--- config.mk ---
export PLATFORM = sky130hd
export DESIGN_NAME = ppq_ram
export DESIGN_NICKNAME = d
export VERILOG_FILES = /design/src/hdl/ppq_ram.sv
export SDC_FILE = /design/constraint.sdc
export NUM_CORES = 1
export LEC_CHECK = 0
export ABC_AREA = 0
export BUFFER_PORTS_ARGS = -buffer_cell sky130_fd_sc_hd__buf_2
export CORE_AREA = 2 2 244 246
export CTS_CLUSTER_DIAMETER = 120
export DETAILED_ROUTE_END_ITERATION = 10
export DIE_AREA = 0 0 246 248
export GPL_TIMING_DRIVEN = 0
export PLACE_DENSITY = 0.54
export SLEW_MARGIN = 20
export SYNTH_ARGS = -nofsm -noshare
export SYNTH_HDL_FRONTEND = slang
export SYNTH_SLANG_ARGS = --single-unit
--- constraint.sdc ---
create_clock -name clk -period 3.35 [get_ports clk]
set_input_delay 0.5025 -clock clk [delete_from_list [all_inputs] [get_ports clk]]
set_output_delay 0.5025 -clock clk [all_outputs]
set_load 0.02 [all_outputs]
--- src/hdl/ppq_ram.sv ---
// ----------------------------------------------------------------------------
// ppq_ram
// Single write port, single read port RAM with registered read data.
// ----------------------------------------------------------------------------
`default_nettype none
module ppq_ram #(
  parameter int W     = 8,
  parameter int DEPTH = 64
) (
  input  wire logic                     clk,
  input  wire logic                     we,
  input  wire logic [$clog2(DEPTH)-1:0] waddr,
  input  wire logic [W-1:0]             wdata,
  input  wire logic [$clog2(DEPTH)-1:0] raddr,
  output logic      [W-1:0]             rdata
);

  logic [W-1:0] mem [DEPTH];

  always_ff @(posedge clk) begin
    if (we)
      mem[waddr] <= wdata;
    rdata <= mem[raddr];
  end

endmodule
`default_nettype wire

# --- Word level (Yosys, flattened, before mapping) ---
# Memory sizes are Yosys's and may differ from the RTL's. A register that Yosys moved wholly into a read port is not among the register bits.
# Index checks and enable logic that the tools add are counted.
word_totals:
  reg_bits: 0
  ramBits: 512
  output_inout_bits: 8
  word_cells: 3
  mem_count: 1
classes:
  n_mux: 2
mem_list:
  columns: ["name", "depth", "width", "rd", "rd_clocked_by_memory_dff", "write_ports", "line_no", "text"]
  rows:
  - ["mem", 64, 8, 1, 1, 1, "18", "logic [W-1:0] mem [DEPTH];"]
ops:
  columns: ["operator", "count"]
  rows:
  - ["1-bit two-way mux", 2]

# --- Depth between registers and ports, before layout ---
depth:
  depth_word: 2
  mapped_depth: 9
  depth_no_buf: 5

# --- Worst setup path after synthesis ---
# OpenSTA, ideal clock, no wires.
synth_path:
  path_kind: "input -> register"
  start: "input port raddr[1]"
  end: "register rdata[3], read port of mem"
  setup_ps: 128
  arrival_ps: 2042
  t_required_ps: 3222
  path_slack_ps: 1180
  path_stages: 7
  path_buffers: 3
  cell_sequence: "buf_4 -> buf_2 -> buf_2 -> mux4_2 -> mux4_2 -> o21ai_1 -> o41ai_1"
synth_rtl:
  columns: ["item", "line_no", "text"]
  rows:
  - ["from (decl)", "14", "input wire logic [$clog2(DEPTH)-1:0] raddr,"]
  - ["to (decl)", "15", "output logic [W-1:0] rdata"]

==> impl_metrics.yaml <==
timing:
  whs_ns: 0.411
  totalNegativeSetupSlack_ns: 0
  max_freq_ghz: 0.363
  max_slew_margin: 0.326
  setup_viol: 0
  finClkSkew_ns: 0.0113
  drv_slew: 0
  finalCriticalPeriod_ns: 2.76
  hold_viol: 0
  max_slew.worst_pin.slew_ns: 1.01
  period_share: 0.823
  grt_setup_unrepaired: "no"
worst_setup_path:
  arrival_ns: 3.18
  r2r_slack_ns: 1.22
  critical_path_class: "input port to flop"
  required_ns: 3.78
  critPathMaxFanout: 10
  r2r_start: "mem[21][4]"
  startpoint_type: "input port"
  rr_worst_depth: 5
  crit_path_end_kind: "flop"
  reg2reg_to: "rdata[4]"
yosys:
  async_flop_share: 0
  synth_common_cells: "512 x edfxtp_1, 126 x mux4_2, 83 x nor2_1, 23 x mux2i_1, 19 x nand2_1"
  avgSynthCellArea_um2: 21.5
  ys_ff_latch: 520
  synth_top_area_share: 0.762
  synth_cells: 940
  synth.distinct_cells: 40
  ys.flop_type: "edfxtp_1"
  yosysTopAreaCell: "edfxtp_1"
  syn-num-nets: 962
  synth-seq-area-share: 0.770
  yosysMostFrequentCell: "edfxtp_1"
  synth_edf_count: 512
  synth_area_leaders: "edfxtp_1 76%, mux4_2 14%, nor2_1 1.5%"
  synth.cell_area_um2: 20200
  yosys_warnings: 0
flow_run:
  maxCapViolations: 0
placed_design:
  port_buffers: 21
  dp_hpwl_mm: 31.9
  place.gp.congestion: 0.910
  dpl_cell_area_um2: 21300
clocking:
  cts_root_buf: "clkbuf_16"
  cts_hold_buffers: 0
  clock_sinks: 520
  cts.htree.levels: 2
  cts_buffers: 51
  cts_tree: "built"
  ctsResizeCount: 0
  cts_buffer_depth: 3
  clock_latency_ns: 0.60
  cts.clk_slew.worst_paths_ns: 0.07
  cts_setup_buffers: 0
grt:
  grt_pass1_wl_mm: 70.6
  grtUsageTotal: 0.165
  grt_overflow: 0
  antenna_found_initial: 2
  grt_start_max_net_pins: 65
  grt_pass1_vias: 9830
drt:
  route.detailed.drc: 0
  post_drt_wl_per_cell_um: 27.3
  first_pass_iters: 5
  vias_per_cell: 5.26
  drt-total-wl_mm: 50.0
  postRouteAntennaNets: 0
  drt_iter0_drc: 939
  num_vias: 9623
die:
  rows: 89
  die-area_um2: 61000
  pin_count: 30
  core_area_um2: 58500
  die_h_um: 248
  fp.dieW_um: 246
  initial_core_util: 0.345
power_and_ir_drop:
  p_switching_uw: 2950
  p_seq_frac: 0.509
  internal_power_uw: 11200
  peakVddDrop_v: 0.000386
  power_density_nw_per_um2: 614
  pwr-share-comb: 0.052
  leakage_uw: 0.00709
  clockPowerShare: 0.439
  swShare: 0.208
  finalPower_uw: 14200
cells_and_area:
  fillers: 5215
  drive_above_1_share: 0.255
  nNetsFinal: 1036
  fin_area_um2: 23100
  fin_util: 0.395
  area.growth.synth_to_final_pct: 14.5
run_status:
  status: "finished clean"
min_path:
  hold_path_startpoint: "raddr[5]"
  min_path_cells: 2
  hold_end: "rdata[5]"
  hold_path_class: "input port to flop"
power groups by stage:
stage	logic, µW	clock network (µW)	registers, µW
2_1_floorplan	384	0	7370
3_3_place_gp	731	0	7350
3_5_place_dp	742	0	7350
4_1_cts	743	6310	7210
5_1_grt	776	6540	7210
6_report	737	6220	7210
worst max-delay path by stage:
stage	startpoint	to	cells past startpoint
after floorplan	raddr[1]	rdata[3]	7
after global placement	raddr[2]	rdata[3]	7
after detailed placement	raddr[2]	rdata[5]	7
after CTS	raddr[2]	rdata[5]	7
final	raddr[2]	rdata[3]	7
after global routing	raddr[2]	rdata[5]	7
registers in the layout, indices dropped and copies added, names as in the netlist:
signal  flops
rdata       8
mem       512
critical path, stage by stage:
cell      delay [ns]
buf_2           0.19
buf_4           0.26
clkbuf_1        0.64
buf_2           0.56
o221ai_1        0.21
o21a_1          0.18
o41ai_1         0.62
cell type report:
cell class,count,area [µm²],area share
Clock inverter,30,444,0.0192
Timing Repair Buffer,21,125,0.00542
Clock buffer,64,1380,0.0597
Tap cell,773,967,0.0419
Buffer,51,317,0.0137
Multi-Input combinational cell,369,4330,0.187
Sequential cell,520,15500,0.673
Antenna cell,1,2.50,0.000108
metal layers:
layer,routed length [µm],GRT usage,up-vias
li1,-,-,4076
met1,21400,0.226,5080
met2,23200,0.261,384
met3,3660,0.0323,83
met4,1700,0.0643,0
met5,0,0,-
cell usage in the layout, fill, tap and decap left out, types with 5 or more instances in the layout:
cell,netlist,layout
edfxtp_1,512,512
mux4_2,126,126
nor2_1,83,83
clkbuf_16,0,53
clkbuf_1,17,27
buf_2,11,24
mux2i_1,23,23
buf_4,13,21
nand2_1,19,19
nor2b_1,14,14
mux2_2,13,13
nand3_1,13,13
bufinv_16,0,11
clkinv_1,0,9
o221ai_1,8,8
o22ai_1,8,8
dfxtp_1,8,8
nand2b_1,7,7
a221oi_1,6,6
nor3_1,7,5
per-stage QoR:
| step | std cells | worst slack, ns |
|---|---|---|
| 2_1_floorplan | 940 | 1.18 |
| 3_3_place_gp | 1734 | -0.0369 |
| 3_5_place_dp | 1734 | -0.0216 |
| 4_1_cts | 1828 | 0.608 |
| 5_1_grt | 1828 | 0.406 |
| 6_report | 1829 | 0.592 |
cells by family (layout without fill, tap and decap cells):
logic type	after synthesis	count (layout)	share of synthesized area
AOI/OAI and AO/OA	54	54	0.0207
buffers and inverters	51	166	0.0157
DFF	520	520	0.770
muxes	162	162	0.159
other	0	1	0
and+or+nand+nor	153	153	0.0339
(Power assumes the default switching activity.)
