[src/hdl/ppq_pkg.sv]
// ----------------------------------------------------------------------------
// ppq_pkg
// Types, sizes, command codes and helpers of the per-CPU ready queue unit.
// ----------------------------------------------------------------------------
`default_nettype none
package ppq_pkg;

  localparam int THREADS = 64;
  localparam int CPUS    = 4;
  localparam int PRIOS   = 8;
  localparam int CHANS   = THREADS + PRIOS;
  localparam int QUEUES  = CPUS * CHANS;
  localparam int TW      = $clog2(THREADS);
  localparam int LW      = $clog2(THREADS + 1);
  localparam int QW      = $clog2(QUEUES);
  localparam int CW      = $clog2(CPUS);
  localparam int OW      = $clog2(CPUS + 1);
  localparam int PW      = $clog2(PRIOS);

  localparam logic [2:0] CMD_ENQ  = 3'd0;
  localparam logic [2:0] CMD_DEQ  = 3'd1;
  localparam logic [2:0] CMD_REM  = 3'd2;
  localparam logic [2:0] CMD_RENQ = 3'd3;
  localparam logic [2:0] CMD_RDEQ = 3'd4;
  localparam logic [2:0] CMD_RREM = 3'd5;

  typedef struct packed {
    logic [2:0]        command;
    logic [1:0]        cpu;
    logic [6:0]        channel;
    logic [5:0]        thread_id;
    logic signed [7:0] priority_req;
  } req_t;

  typedef struct packed {
    logic [6:0] result_thread;
    logic       found;
    logic       stolen;
  } rsp_t;

  // decoded item handed to the sequencer
  typedef struct packed {
    logic [2:0]    command;
    logic [CW-1:0] cpu;
    logic [6:0]    channel;
    logic          chan_ok;
    logic [TW-1:0] thread;
    logic [PW-1:0] prio;
  } ctl_req_t;

  typedef struct packed {
    logic          nx_we;
    logic [TW-1:0] nx_wa;
    logic [LW-1:0] nx_wd;
    logic [TW-1:0] nx_ra;
    logic          pv_we;
    logic [TW-1:0] pv_wa;
    logic [LW-1:0] pv_wd;
    logic [TW-1:0] pv_ra;
    logic          pr_we;
    logic [TW-1:0] pr_wa;
    logic [PW-1:0] pr_wd;
    logic [TW-1:0] pr_ra;
    logic          ow_we;
    logic [TW-1:0] ow_wa;
    logic [OW-1:0] ow_wd;
    logic [TW-1:0] ow_ra;
    logic          hd_we;
    logic [QW-1:0] hd_wa;
    logic [LW-1:0] hd_wd;
    logic [QW-1:0] hd_ra;
    logic          tl_we;
    logic [QW-1:0] tl_wa;
    logic [LW-1:0] tl_wd;
    logic [QW-1:0] tl_ra;
  } mem_req_t;

  typedef struct packed {
    logic [LW-1:0] nx_rd;
    logic [LW-1:0] pv_rd;
    logic [PW-1:0] pr_rd;
    logic [OW-1:0] ow_rd;
    logic [LW-1:0] hd_rd;
    logic [LW-1:0] tl_rd;
  } mem_rsp_t;

  function automatic logic [PW-1:0] clamp_prio(input logic signed [7:0] v);
    logic [PW-1:0] r;
    if (v < 8'sd0)
      r = '0;
    else if (v > 8'(PRIOS - 1))
      r = PW'(PRIOS - 1);
    else
      r = v[PW-1:0];
    return r;
  endfunction

  // index of a CPU's first channel
  function automatic logic [QW-1:0] qbase(input logic [CW-1:0] c);
    return QW'(QW'(c) * QW'(CHANS));
  endfunction

  // index of a CPU's ready channel for a priority
  function automatic logic [QW-1:0] rq_index(input logic [CW-1:0] c, input logic [PW-1:0] p);
    return QW'(qbase(c) + QW'(THREADS) + QW'(p));
  endfunction

endpackage
`default_nettype wire

[src/hdl/ppq_ctrl.sv]
// ----------------------------------------------------------------------------
// ppq_ctrl
// Sequencer for list edits, priority scan and the load-count walk.
// ----------------------------------------------------------------------------
`default_nettype none
module ppq_ctrl (
  input  wire logic              clk,
  input  wire logic              rst,
  input  wire logic              go,
  input  wire ppq_pkg::ctl_req_t req,
  output logic                   busy,
  output logic                   done,
  output ppq_pkg::rsp_t          result,
  output ppq_pkg::mem_req_t      mreq,
  input  wire ppq_pkg::mem_rsp_t mrsp
);

  localparam logic [4:0] S_CLEAR    = 5'd0;
  localparam logic [4:0] S_IDLE     = 5'd1;
  localparam logic [4:0] S_DISP     = 5'd2;
  localparam logic [4:0] S_PUSH_RD  = 5'd3;
  localparam logic [4:0] S_PUSH_EX  = 5'd4;
  localparam logic [4:0] S_PUSH_EX2 = 5'd5;
  localparam logic [4:0] S_POP_RD   = 5'd6;
  localparam logic [4:0] S_POP_A    = 5'd7;
  localparam logic [4:0] S_POP_B    = 5'd8;
  localparam logic [4:0] S_POP_C    = 5'd9;
  localparam logic [4:0] S_UNL_RD   = 5'd10;
  localparam logic [4:0] S_UNL_EX   = 5'd11;
  localparam logic [4:0] S_UNL_FIN  = 5'd12;
  localparam logic [4:0] S_R5_RD    = 5'd13;
  localparam logic [4:0] S_R5_EX    = 5'd14;
  localparam logic [4:0] S_LD_HEAD  = 5'd15;
  localparam logic [4:0] S_LD_WALK  = 5'd16;
  localparam logic [4:0] S_LD_NEXT  = 5'd17;
  localparam logic [4:0] S_RESP     = 5'd18;

  localparam int LDW = $clog2(ppq_pkg::THREADS * ppq_pkg::PRIOS + 1);
  localparam logic [ppq_pkg::LW-1:0] NONE = ppq_pkg::LW'(ppq_pkg::THREADS);
  localparam logic [ppq_pkg::PW-1:0] PTOP = ppq_pkg::PW'(ppq_pkg::PRIOS - 1);
  localparam logic [ppq_pkg::OW-1:0] NOCPU = ppq_pkg::OW'(ppq_pkg::CPUS);

  logic [4:0] state, state_next;
  logic [ppq_pkg::QW-1:0] clr, clr_next;
  ppq_pkg::ctl_req_t r, r_next;
  logic [ppq_pkg::QW-1:0] q, q_next;
  logic [ppq_pkg::LW-1:0] first, first_next;
  logic [ppq_pkg::LW-1:0] res, res_next;
  logic stl, stl_next;
  logic rdy, rdy_next;
  logic steal, steal_next;
  logic own_clr, own_clr_next;
  logic [ppq_pkg::CW-1:0] rc, rc_next;
  logic [ppq_pkg::PW-1:0] p, p_next;
  logic [ppq_pkg::OW-1:0] d, d_next;
  logic [ppq_pkg::PW-1:0] lp, lp_next;
  logic [LDW-1:0] total, total_next;
  logic [ppq_pkg::LW-1:0] steps, steps_next;
  logic from_head, from_head_next;
  logic [ppq_pkg::OW-1:0] best, best_next;
  logic [LDW-1:0] top_load, top_load_next;

  logic [ppq_pkg::LW-1:0] cur;
  logic [ppq_pkg::OW-1:0] nd, b_new;
  logic [LDW-1:0] bl_new;

  assign cur = from_head ? mrsp.hd_rd : mrsp.nx_rd;

  always_comb begin
    state_next     = state;
    clr_next       = clr;
    r_next         = r;
    q_next         = q;
    first_next     = first;
    res_next       = res;
    stl_next       = stl;
    rdy_next       = rdy;
    steal_next     = steal;
    own_clr_next   = own_clr;
    rc_next        = rc;
    p_next         = p;
    d_next         = d;
    lp_next        = lp;
    total_next     = total;
    steps_next     = steps;
    from_head_next = from_head;
    best_next      = best;
    top_load_next  = top_load;
    nd             = '0;
    b_new          = best;
    bl_new         = top_load;

    mreq       = '0;
    mreq.nx_ra = r.thread;
    mreq.pv_ra = r.thread;
    mreq.pr_ra = r.thread;
    mreq.ow_ra = r.thread;
    mreq.hd_ra = q;
    mreq.tl_ra = q;

    unique case (state)
      S_CLEAR: begin
        mreq.hd_we = 1'b1;
        mreq.hd_wa = clr;
        mreq.hd_wd = NONE;
        mreq.tl_we = 1'b1;
        mreq.tl_wa = clr;
        mreq.tl_wd = NONE;
        if (clr < ppq_pkg::QW'(ppq_pkg::THREADS)) begin
          mreq.nx_we = 1'b1;
          mreq.nx_wa = clr[ppq_pkg::TW-1:0];
          mreq.nx_wd = NONE;
          mreq.pv_we = 1'b1;
          mreq.pv_wa = clr[ppq_pkg::TW-1:0];
          mreq.pv_wd = NONE;
          mreq.pr_we = 1'b1;
          mreq.pr_wa = clr[ppq_pkg::TW-1:0];
          mreq.pr_wd = '0;
          mreq.ow_we = 1'b1;
          mreq.ow_wa = clr[ppq_pkg::TW-1:0];
          mreq.ow_wd = NOCPU;
        end
        if (clr == ppq_pkg::QW'(ppq_pkg::QUEUES - 1))
          state_next = S_IDLE;
        else
          clr_next = ppq_pkg::QW'(clr + 1'b1);
      end
      S_IDLE: begin
        if (go) begin
          r_next     = req;
          state_next = S_DISP;
        end
      end
      S_DISP: begin
        res_next     = NONE;
        stl_next     = 1'b0;
        rdy_next     = 1'b0;
        steal_next   = 1'b0;
        own_clr_next = 1'b0;
        q_next       = ppq_pkg::QW'(ppq_pkg::qbase(r.cpu) + ppq_pkg::QW'(r.channel));
        case (r.command)
          ppq_pkg::CMD_ENQ: state_next = r.chan_ok ? S_PUSH_RD : S_RESP;
          ppq_pkg::CMD_DEQ: state_next = r.chan_ok ? S_POP_RD : S_RESP;
          ppq_pkg::CMD_REM: state_next = r.chan_ok ? S_UNL_RD : S_RESP;
          ppq_pkg::CMD_RENQ: begin
            mreq.pr_we = 1'b1;
            mreq.pr_wa = r.thread;
            mreq.pr_wd = r.prio;
            mreq.ow_we = 1'b1;
            mreq.ow_wa = r.thread;
            mreq.ow_wd = ppq_pkg::OW'(r.cpu);
            q_next     = ppq_pkg::rq_index(r.cpu, r.prio);
            state_next = S_PUSH_RD;
          end
          ppq_pkg::CMD_RDEQ: begin
            rdy_next   = 1'b1;
            rc_next    = r.cpu;
            p_next     = PTOP;
            q_next     = ppq_pkg::rq_index(r.cpu, PTOP);
            state_next = S_POP_RD;
          end
          ppq_pkg::CMD_RREM: state_next = S_R5_RD;
          default: state_next = S_RESP;
        endcase
      end
      S_PUSH_RD: state_next = S_PUSH_EX;
      S_PUSH_EX: begin
        mreq.tl_we = 1'b1;
        mreq.tl_wa = q;
        mreq.tl_wd = ppq_pkg::LW'(r.thread);
        mreq.pv_we = 1'b1;
        mreq.pv_wa = r.thread;
        if (mrsp.tl_rd >= NONE) begin
          mreq.pv_wd = NONE;
          mreq.hd_we = 1'b1;
          mreq.hd_wa = q;
          mreq.hd_wd = ppq_pkg::LW'(r.thread);
        end else begin
          mreq.pv_wd = mrsp.tl_rd;
          mreq.nx_we = 1'b1;
          mreq.nx_wa = mrsp.tl_rd[ppq_pkg::TW-1:0];
          mreq.nx_wd = ppq_pkg::LW'(r.thread);
        end
        state_next = S_PUSH_EX2;
      end
      S_PUSH_EX2: begin
        mreq.nx_we = 1'b1;
        mreq.nx_wa = r.thread;
        mreq.nx_wd = NONE;
        state_next = S_RESP;
      end
      S_POP_RD: state_next = S_POP_A;
      S_POP_A: begin
        first_next = mrsp.hd_rd;
        mreq.nx_ra = mrsp.hd_rd[ppq_pkg::TW-1:0];
        if (mrsp.hd_rd < NONE) begin
          state_next = S_POP_B;
        end else if (rdy && p != '0) begin
          // try the next lower priority
          p_next     = ppq_pkg::PW'(p - 1'b1);
          q_next     = ppq_pkg::QW'(q - 1'b1);
          state_next = S_POP_RD;
        end else if (rdy && !steal) begin
          d_next         = (rc == '0) ? ppq_pkg::OW'(1) : '0;
          lp_next        = '0;
          total_next     = '0;
          best_next      = NOCPU;
          top_load_next  = '0;
          state_next     = S_LD_HEAD;
        end else begin
          state_next = S_RESP;
        end
      end
      S_POP_B: begin
        mreq.hd_we = 1'b1;
        mreq.hd_wa = q;
        if (mrsp.nx_rd >= NONE) begin
          mreq.hd_wd = NONE;
          mreq.tl_we = 1'b1;
          mreq.tl_wa = q;
          mreq.tl_wd = NONE;
        end else begin
          mreq.hd_wd = mrsp.nx_rd;
          mreq.pv_we = 1'b1;
          mreq.pv_wa = mrsp.nx_rd[ppq_pkg::TW-1:0];
          mreq.pv_wd = NONE;
        end
        state_next = S_POP_C;
      end
      S_POP_C: begin
        mreq.pv_we = 1'b1;
        mreq.pv_wa = first[ppq_pkg::TW-1:0];
        mreq.pv_wd = NONE;
        mreq.nx_we = 1'b1;
        mreq.nx_wa = first[ppq_pkg::TW-1:0];
        mreq.nx_wd = NONE;
        if (rdy) begin
          mreq.ow_we = 1'b1;
          mreq.ow_wa = first[ppq_pkg::TW-1:0];
          mreq.ow_wd = NOCPU;
        end
        res_next   = first;
        stl_next   = steal;
        state_next = S_RESP;
      end
      S_UNL_RD: state_next = S_UNL_EX;
      S_UNL_EX: begin
        if (mrsp.pv_rd >= NONE) begin
          mreq.hd_we = 1'b1;
          mreq.hd_wa = q;
          if (mrsp.nx_rd >= NONE) begin
            mreq.hd_wd = NONE;
            mreq.tl_we = 1'b1;
            mreq.tl_wa = q;
            mreq.tl_wd = NONE;
          end else begin
            mreq.hd_wd = mrsp.nx_rd;
            mreq.pv_we = 1'b1;
            mreq.pv_wa = mrsp.nx_rd[ppq_pkg::TW-1:0];
            mreq.pv_wd = NONE;
          end
        end else begin
          mreq.nx_we = 1'b1;
          mreq.nx_wa = mrsp.pv_rd[ppq_pkg::TW-1:0];
          mreq.nx_wd = mrsp.nx_rd;
          if (mrsp.nx_rd >= NONE) begin
            mreq.tl_we = 1'b1;
            mreq.tl_wa = q;
            mreq.tl_wd = mrsp.pv_rd;
          end else begin
            mreq.pv_we = 1'b1;
            mreq.pv_wa = mrsp.nx_rd[ppq_pkg::TW-1:0];
            mreq.pv_wd = mrsp.pv_rd;
          end
        end
        state_next = S_UNL_FIN;
      end
      S_UNL_FIN: begin
        mreq.pv_we = 1'b1;
        mreq.pv_wa = r.thread;
        mreq.pv_wd = NONE;
        mreq.nx_we = 1'b1;
        mreq.nx_wa = r.thread;
        mreq.nx_wd = NONE;
        if (own_clr) begin
          mreq.ow_we = 1'b1;
          mreq.ow_wa = r.thread;
          mreq.ow_wd = NOCPU;
        end
        state_next = S_RESP;
      end
      S_R5_RD: state_next = S_R5_EX;
      S_R5_EX: begin
        if (mrsp.ow_rd < NOCPU) begin
          own_clr_next = 1'b1;
          q_next       = ppq_pkg::rq_index(mrsp.ow_rd[ppq_pkg::CW-1:0], mrsp.pr_rd);
          state_next   = S_UNL_RD;
        end else begin
          state_next = S_RESP;
        end
      end
      S_LD_HEAD: begin
        mreq.hd_ra     = ppq_pkg::rq_index(d[ppq_pkg::CW-1:0], lp);
        steps_next     = '0;
        from_head_next = 1'b1;
        state_next     = S_LD_WALK;
      end
      S_LD_WALK: begin
        mreq.nx_ra = cur[ppq_pkg::TW-1:0];
        // follow one link a cycle, bounded by the thread count
        if (cur < NONE && steps < NONE) begin
          total_next     = LDW'(total + 1'b1);
          steps_next     = ppq_pkg::LW'(steps + 1'b1);
          from_head_next = 1'b0;
        end else begin
          state_next = S_LD_NEXT;
        end
      end
      S_LD_NEXT: begin
        if (lp != PTOP) begin
          lp_next    = ppq_pkg::PW'(lp + 1'b1);
          state_next = S_LD_HEAD;
        end else begin
          if (total > top_load) begin
            b_new  = d;
            bl_new = total;
          end
          best_next      = b_new;
          top_load_next  = bl_new;
          nd = ppq_pkg::OW'(d + 1'b1);
          if (nd < NOCPU && nd[ppq_pkg::CW-1:0] == rc)
            nd = ppq_pkg::OW'(nd + 1'b1);
          if (nd >= NOCPU) begin
            if (bl_new != '0) begin
              steal_next = 1'b1;
              rc_next    = b_new[ppq_pkg::CW-1:0];
              p_next     = PTOP;
              q_next     = ppq_pkg::rq_index(b_new[ppq_pkg::CW-1:0], PTOP);
              state_next = S_POP_RD;
            end else begin
              state_next = S_RESP;
            end
          end else begin
            d_next     = nd;
            lp_next    = '0;
            total_next = '0;
            state_next = S_LD_HEAD;
          end
        end
      end
      S_RESP: state_next = S_IDLE;
      default: state_next = S_IDLE;
    endcase
  end

  always_ff @(posedge clk) begin
    if (rst) begin
      state <= S_CLEAR;
      clr   <= '0;
    end else begin
      state <= state_next;
      clr   <= clr_next;
    end
    r         <= r_next;
    q         <= q_next;
    first     <= first_next;
    res       <= res_next;
    stl       <= stl_next;
    rdy       <= rdy_next;
    steal     <= steal_next;
    own_clr   <= own_clr_next;
    rc        <= rc_next;
    p         <= p_next;
    d         <= d_next;
    lp        <= lp_next;
    total     <= total_next;
    steps     <= steps_next;
    from_head <= from_head_next;
    best      <= best_next;
    top_load  <= top_load_next;
  end

  assign busy                 = (state != S_IDLE);
  assign done                 = (state == S_RESP);
  assign result.result_thread = res;
  assign result.found         = (res < NONE);
  assign result.stolen        = stl;

endmodule
`default_nettype wire

[config.mk]
export PLATFORM = sky130hd
export DESIGN_NAME = ppq_ctrl
export DESIGN_NICKNAME = d
export VERILOG_FILES = /design/src/hdl/ppq_pkg.sv /design/src/hdl/ppq_ctrl.sv
export SDC_FILE = /design/constraint.sdc
export NUM_CORES = 1
export LEC_CHECK = 0
export ABC_AREA = 1
export BUFFER_PORTS_ARGS = -buffer_cell sky130_fd_sc_hd__buf_2
export CORE_AREA = 10 10 163 120
export DETAILED_ROUTE_END_ITERATION = 7
export DIE_AREA = 0 0 173 130
export GPL_TIMING_DRIVEN = 0
export PLACE_DENSITY_LB_ADDON = 0.08
export SYNTH_ARGS = -nofsm -noshare
export SYNTH_HDL_FRONTEND = slang
export SYNTH_SLANG_ARGS = --single-unit
[constraint.sdc]
create_clock -name clk -period 2.75 [get_ports clk]
set_input_delay 0.275 -clock clk [delete_from_list [all_inputs] [get_ports clk]]
set_output_delay 0.275 -clock clk [all_outputs]
set_load 0.02 [all_outputs]
# Word level (Yosys, flattened, before mapping)
# Cells that the tools add are included.
word_totals:
  register_bits: 104
  in_bits: 59
  out_inout_bits: 135
  elab_cells: 246
classes:
  n_addsub: 18
  mul: 4
  order_cmp: 12
  eq_ne: 42
  n_mux: 112
  bitwise: 1
  n_reduce_logical: 33
op_table:
  columns: ["operator", "n"]
  rows:
  - ["$mux 10", 16]
  - ["$pmux 17 s4", 2]
  - ["$mux 17", 5]
  - ["$mux 14", 6]
  - ["$pmux 14 s6", 1]
  - ["$pmux 5 s16", 1]
  - ["$pmux 14 s5", 1]
  - ["$mux 5", 13]
  - ["$mux 9", 7]
  - ["$mux 3", 19]
  - ["$eq 5x4->1 const B", 8]
  - ["$pmux 10 s2", 2]
  - ["$pmux 10 s4", 1]
  - ["$add 9x7->9 const B", 4]
  - ["$pmux 9 s4", 1]
  - ["$pmux 10 s3", 1]
  - ["$pmux 5 s6", 1]
  - ["$lt 7x7->1 const B", 4]
  - ["$mux 7", 4]
  - ["$ne 2x2->1 const B", 14]
  - ["$pmux 7 s2", 2]
  - ["$add 9x3->9", 3]
  - ["$mul 2x4->6 const B", 4]
  - ["$mux 2", 11]
  - ["other kinds (49)", 91]

# Logic depth before layout (Yosys ltp)
# Gate-level depths: netlist (run 1).
logic_depth:
  depth_word: 11
  mapped_depth: 17
  ltp_nobuf: 16

# Worst setup path before layout (run 1)
# OpenSTA, ideal clock, no wires.
synth_timing:
  kind: "register to register"
  start: "reg total[8]"
  end: "reg q[0] in the netlist's numbering (enable)"
  setup_ns: 0.374
  t_arrival_ns: 2.142
  t_required_ns: 2.376
  slack_ns: 0.234
  path_stages_with_launch: 14
  path_buffers: 1
  period_less_slack_ns: 2.516
  cell_sequence: "edfxtp_1 ha_1 nand2_2 inv_1 a21oi_2 nand3_4 nand2_4 buf_8 nand2_1 o21ai_2 nor2_2 nand4_1 nand2_1 nor2_1"
synth_between:
  elab_chain_len: 7
synth_lines:
  columns: ["item", "line", "source"]
  rows:
  - ["from (decl)", "ppq_ctrl.sv:57", "logic [LDW-1:0] total, total_next;"]
  - ["from (signal assigned)", "ppq_ctrl.sv:376", "total <= total_next;"]
  - ["$gt 10x10->1", "ppq_ctrl.sv:324", "if (total > top_load) begin"]
  - ["$mux 10 *", "ppq_ctrl.sv:324", null]
  - ["$mux 10 *", "ppq_ctrl.sv:320", "if (lp != PTOP) begin"]
  - ["$mux 10 *", "ppq_ctrl.sv:101", "unique case (state)"]
  - ["$reduce_bool 10->1 *", "ppq_ctrl.sv:334", "if (bl_new != '0) begin"]
  - ["$ne 2x2->1 (no source line) *", null, null]
  - ["$reduce_and 7->1 (no source line) *", null, null]
  - ["to (signal assigned)", "ppq_ctrl.sv:365", "q <= q_next;"]
  - ["to (decl)", "ppq_ctrl.sv:46", "logic [ppq_pkg::QW-1:0] q, q_next;"]
# Mark *: on every way between the ends. The rest lies on a longest branch, timed or not. The select of a mux whose other input is x is not followed.
# A chain may end at the register's enable or synchronous reset.

# Final worst setup path (run 1)
layout_timing:
  start: "reg total[5]"
  end: "reg q[7] in the netlist's numbering (enable)"
# Same word-level chain as after synthesis.

==> results of run 1 <==
==> placed cells by master (no fill, tap or decap), types with 5 or more instances in the layout <==
master	Yosys	final
a31oi_1	5	5
nand2_1	159	158
o2bb2ai_1	6	6
dfxtp_1	14	14
buf_2	3	193
inv_1	137	137
nor3_1	15	13
nand4_1	10	10
o21ai_1	7	7
inv_2	18	18
nor2_2	9	12
o211ai_1	14	14
o21ai_0	69	69
nor2_1	108	102
o22ai_1	9	9
buf_4	19	27
o2111ai_1	12	12
nor4_1	6	6
a21oi_1	34	33
clkbuf_16	0	9
nand2_2	11	12
clkbuf_1	7	6
nand3_1	34	34
edfxtp_1	90	90
nor2_4	10	13
ha_1	25	25
==> cells by family after synthesis <==
| family | share of synthesized area, % |
|---|---|
| buffers and inverters | 11.35 |
| flip-flops | 41.23 |
| adder cells (fa/ha/maj) | 4.600 |
| XOR/XNOR | 0.7265 |
| AO/OA/AOI/OAI | 16.90 |
| AND/OR/NAND/NOR | 25.20 |
==> layout make-up <==
type,count,area share [%]
Clock inverter,7,1.110
Tap cell,231,3.205
Multi-Input combinational cell,608,38.80
Buffer,34,2.580
Inverter,157,6.562
Timing Repair Buffer,203,12.17
Clock buffer,9,2.497
Sequential cell,104,33.07
==> power breakdown <==
group	total [mW]	internal (mW)	switching (mW)	leakage, nW
clock	1.42	0.810	0.614	0.161
combinational	0.159	0.0609	0.0985	2.98
sequential	1.70	1.70	0.00766	0.988
==> state kept, by name, summed over array words and instances, names as in the netlist, 3 cells and up <==
name / flops
state: 5
mreq: 6
clr: 9
top_load: 10
lp: 3
res: 7
first: 7
r: 16
steps: 7
p: 3
q: 9
d: 3
total: 10
==> metrics by stage <==
stage               cell area [sq um]  hold WS [ns]
floorplan                        7234        0.3739
global placement                 8474        0.4514
detailed placement               8508        0.4531
CTS                              8855       0.07324
global route                     9019       0.07062
finish                           9019       0.08456
==> path summary, 6_finish.rpt <==
| kind | startpoint | end | slack (ns) | depth (start not counted) |
|---|---|---|---|---|
| max | total[5] | q[7] | 0.13 | 17 |
| min | req[7] | mreq[56] | 0.08 | 1 |
| max reg2reg | total[5] | q[7] | 0.13 | 17 |
| min reg2reg | first[6] | res[6] | 0.50 | 1 |
==> layer usage <==
metal	track usage [%]	routed length, um	share of wire [%]
met5	0	0	0
met4	4.044	280	1.1
met1	30.72	11650	47
met2	29.32	10420	42
met3	6.553	2561	10
==> worst max-delay path, stage by stage, from the launching register on <==
cell and delay (ns):
edfxtp_1 0.45, ha_1 0.36, nand2_2 0.10, inv_1 0.04, nand2_1 0.05, nand2_1 0.04, nand2_1 0.10, nand3_4 0.14
nand2_8 0.12, buf_8 0.15, nand2_2 0.05, nand2_2 0.06, nand2_1 0.06, nor2_2 0.14, nand4_1 0.20, nand2_2 0.13
nor2_4 0.05, buf_12 0.15
==> what timing repair did <==
action | 4_1_cts | 5_1_grt
pin swaps | 0 | 6
buffers inserted | 0 | 11
endpoints found under the setup margin | 23 | 73
endpoints found under the hold margin | 0 | 0
resized for setup | 4 | 13
gates cloned | 0 | 0
==> results.json, run 1 <==
{
  "cts-root-buf": "clkbuf_16",
  "grt_pass1_wl_mm": 37.05,
  "htree_levels": 3,
  "ys_seq_elements": 104,
  "dr.pass1.iters": 6,
  "dieArea_sq_um": 22490,
  "timing.final.ws_setup_ns": 0.1333,
  "ctsHoldBuffers": 0,
  "place_ws_ns": -0.2550,
  "yosys_warnings": 0,
  "max_freq_mhz": 382.2,
  "status": "finished, final reports clean",
  "yosysTopAreaCell": "edfxtp_1",
  "syn_to_final_growth_pct": 24.66,
  "wl_per_cell_um": 18.42,
  "port_buffers": 190,
  "gp_congestion": 0.9802,
  "synth_area_leaders": "edfxtp_1 37%, nand2_1 8.2%, inv_1 7.1%",
  "cts_max_path_buffers": 2,
  "seqCellArea_sq_um": 2983,
  "clk_pin_slew_ns": 0.08,
  "cts-buffers-inserted": 9,
  "vias": 7208,
  "slew_viol_final": 0,
  "antenna_cells": 0,
  "nets": 1202,
  "synth_edf_count": 90,
  "final_util_pct": 54.28,
  "cp_data_required_time_ns": 2.88,
  "routed_wl_mm": 24.92,
  "die_x_um": 173,
  "ios": 194,
  "first_global_vias": 6529,
  "antenna_found_initial": 0,
  "seq_area_frac_synth_pct": 41.23,
  "track_usage_pct": 20.90,
  "drt-initial-drc-count": 879,
  "ys_types": 62,
  "cp-start-kind": "flip-flop",
  "drive_above_1_share_pct": 29.23,
  "critical_path_class": "reg -> reg",
  "yosysMostFrequentCell": "nand2_1",
  "async_flop_share_pct": 0,
  "synth_top_flop_cell": "edfxtp_1",
  "nFillCells": 1645,
  "synth_commonest_cells": "159 x nand2_1, 137 x inv_1, 108 x nor2_1",
  "row_count": 40,
  "fin_skew_ns": 0.01128,
  "dp.cells": 1326,
  "setup_viol": 0,
  "power_leakage_nw": 4.127,
  "worst_pin_slew_ns": 0.6402,
  "hp-class": "in -> reg",
  "synth_area_sq_um": 7234,
  "cts_tree": "done",
  "core-area_sq_um": 16620,
  "finalHoldViolations": 0,
  "stdcell_count": 1353,
  "clkSinkCount": 104,
  "max_slew_margin_pct": 57.16,
  "grt_max_degree": 19,
  "vias_per_cell": 5.327,
  "path_max_fanout": 10,
  "antenna_left": 0,
  "power_mw": 3.289,
  "cp-end-kind": "flip-flop",
  "cp.arrival_ns": 2.74,
  "syn_inst": 903,
  "die_y_um": 130,
  "finalWorstPathRequiredPeriod_ns": 2.617,
  "syn_area_per_cell_sq_um": 8.012,
  "min_period_over_period_pct": 95.15,
  "p_per_area_nw_per_um2": 364.6,
  "peakVddDrop_v": 0.0002625,
  "grt-ovfl-total": 0,
  "dp_hpwl_mm": 20.07,
  "clk_latency_ns": 0.36,
  "fin_tns_setup_ns": 0,
  "maxCapViolations": 0,
  "initial_core_util_pct": 43.54,
  "route.detailed.drc": 0,
  "syn_nets": 988,
  "multi_input_area_sq_um": 3500,
  "synth_top_area_share_pct": 37.36
}
Note: power is estimated with default switching activity, not from simulation.
==> run 2: changes to the inputs <==
clock period = 2.95 ns   (was 2.75 ns; I/O delays follow)
==> results.json, run 2 (synthesis gave the netlist of run 1 again) <==
{
  "die_y_um": 130,
  "cp_data_required_time_ns": 2.65,
  "max_freq_mhz": 367.3,
  "antenna_left": 0,
  "antenna_cells": 0,
  "post_cts_resized": 2,
  "htree_levels": 3,
  "timing.final.ws_setup_ns": 0.2272,
  "core-area_sq_um": 16620,
  "clk_latency_ns": 0.36,
  "dp_hpwl_mm": 20.07,
  "cts_max_path_buffers": 2,
  "slew_viol_final": 0,
  "stdcell_area_sq_um": 8867,
  "first_global_vias": 6535,
  "ctsHoldBuffers": 0,
  "final_common_cell": "buf_2",
  "finalWorstPathRequiredPeriod_ns": 2.723,
  "syn_to_final_growth_pct": 22.57,
  "row_count": 40,
  "rsz0062_at_grt": "false",
  "initial_core_util_pct": 43.54,
  "nFillCells": 1665,
  "gp_congestion": 0.9802,
  "p_per_area_nw_per_um2": 345.8,
  "reg.largest.list": "r: 16 flops, top_load: 10 flops, total: 10 flops",
  "die_x_um": 173,
  "dieArea_sq_um": 22490,
  "fin_skew_ns": 0.01108,
  "cts_tree": "done",
  "whs_ns": 0.1050,
  "largest_reg_flops": 16,
  "largest-register": "r",
  "ios": 194,
  "peakVddDrop_v": 0.0002436,
  "grt_max_degree": 19,
  "setup_viol": 0,
  "cts_setup_buffers": 0,
  "hp-class": "in -> reg",
  "route.detailed.drc": 0,
  "drive_above_1_share_pct": 28.08,
  "worst_pin_slew_ns": 0.8375,
  "clk_pin_slew_ns": 0.08,
  "cts-buffers-inserted": 9,
  "path_max_fanout": 10,
  "maxCapViolations": 0,
  "critical_path_class": "reg -> out",
  "cp-start-kind": "flip-flop",
  "post_dp_cell_area_sq_um": 8508,
  "cts-root-buf": "clkbuf_16",
  "wl_per_cell_um": 18.45,
  "nets": 1191,
  "dr.pass1.iters": 8,
  "port_buffers": 190,
  "vias_per_cell": 5.300,
  "clkSinkCount": 104,
  "grt_pass1_wl_mm": 37.07,
  "layout_common_cells": "193 x buf_2, 159 x nand2_1, 137 x inv_1, 105 x nor2_1, 90 x edfxtp_1",
  "cp-end-kind": "primary output",
  "track_usage_pct": 20.92,
  "antenna_found_initial": 0,
  "drt-initial-drc-count": 959,
  "status": "finished, final reports clean",
  "power_leakage_nw": 4.062,
  "min_period_over_period_pct": 92.30,
  "vias": 7113,
  "routed_wl_mm": 24.76,
  "max_slew_margin_pct": 44.17,
  "finalHoldViolations": 0,
  "grt-ovfl-total": 0,
  "cp.arrival_ns": 2.43,
  "place_ws_ns": -0.05500
}
[run 2: cell count changes in the layout (fill, tap and decap cells not counted), moves of 2 or more]
| cell | delta |
|---|---|
| buf_12 | -3 |
| buf_4 | -8 |
| nor2_2 | -2 |
| nor2_1 | +3 |
[run 2: stage by stage]
step / TNS (ns) / total power, mW / utilization [%] / std cells
3_3_place_gp: -3.307 / 1.769 / 51.00 / 1324
4_1_cts: 0 / 3.092 / 53.25 / 1342
5_1_grt: 0 / 3.155 / 53.37 / 1342
6_report: 0 / 3.066 / 53.37 / 1342
3_5_place_dp: -1.005 / 1.768 / 51.20 / 1326
2_1_floorplan: 0 / 1.689 / - / 903
[run 2: path summary, 6_finish.rpt]
check	start	end	slack [ns]	cells past startpoint
setup / recovery	state[4]	mreq[44]	0.23	8
hold reg to reg	first[6]	res[6]	0.50	1
setup reg to reg	total[8]	q[7]	0.28	13
hold / removal	req[3]	mreq[52]	0.11	1
[run 2: routing by layer]
layer / track usage, % / routed length, um / up-vias / part of all wire [%]
li1: - / - / 3468 / -
met1: 30.74 / 11640 / 3286 / 47
met2: 29.34 / 10310 / 336 / 42
met3: 6.553 / 2549 / 23 / 10
met4: 4.044 / 265 / 0 / 1.1
met5: 0 / 0 / - / 0
[run 2: report_power, final]
| group | switching (mW) | total, mW | leakage, nW | internal [mW] |
|---|---|---|---|---|
| clock | 0.573 | 1.33 | 0.161 | 0.755 |
| sequential | 0.00706 | 1.59 | 0.988 | 1.58 |
| combinational | 0.0919 | 0.149 | 2.91 | 0.0568 |
| total | 0.672 | 3.07 | 4.06 | 2.39 |
[run 2: area by class of cell]
type | instances | area, sq um | area share (%)
tap | 231 | 289.0 | 3.259
clock buffer | 9 | 225.2 | 2.540
sequential | 104 | 2983 | 33.64
buffer | 34 | 230.2 | 2.596
timing repair buffer | 192 | 977.2 | 11.02
clock inverter | 7 | 100.1 | 1.129
inverter | 157 | 591.8 | 6.674
multi-input combinational | 608 | 3471 | 39.14
[run 2: critical path, stage by stage (launching register included)]
cell and delay (ns):
dfxtp_1 0.34, inv_2 0.17, nand3_1 0.21, nor2_1 0.37
a21oi_1 0.16, inv_1 0.26, nor2_4 0.13, o21ai_0 0.21
buf_2 0.22
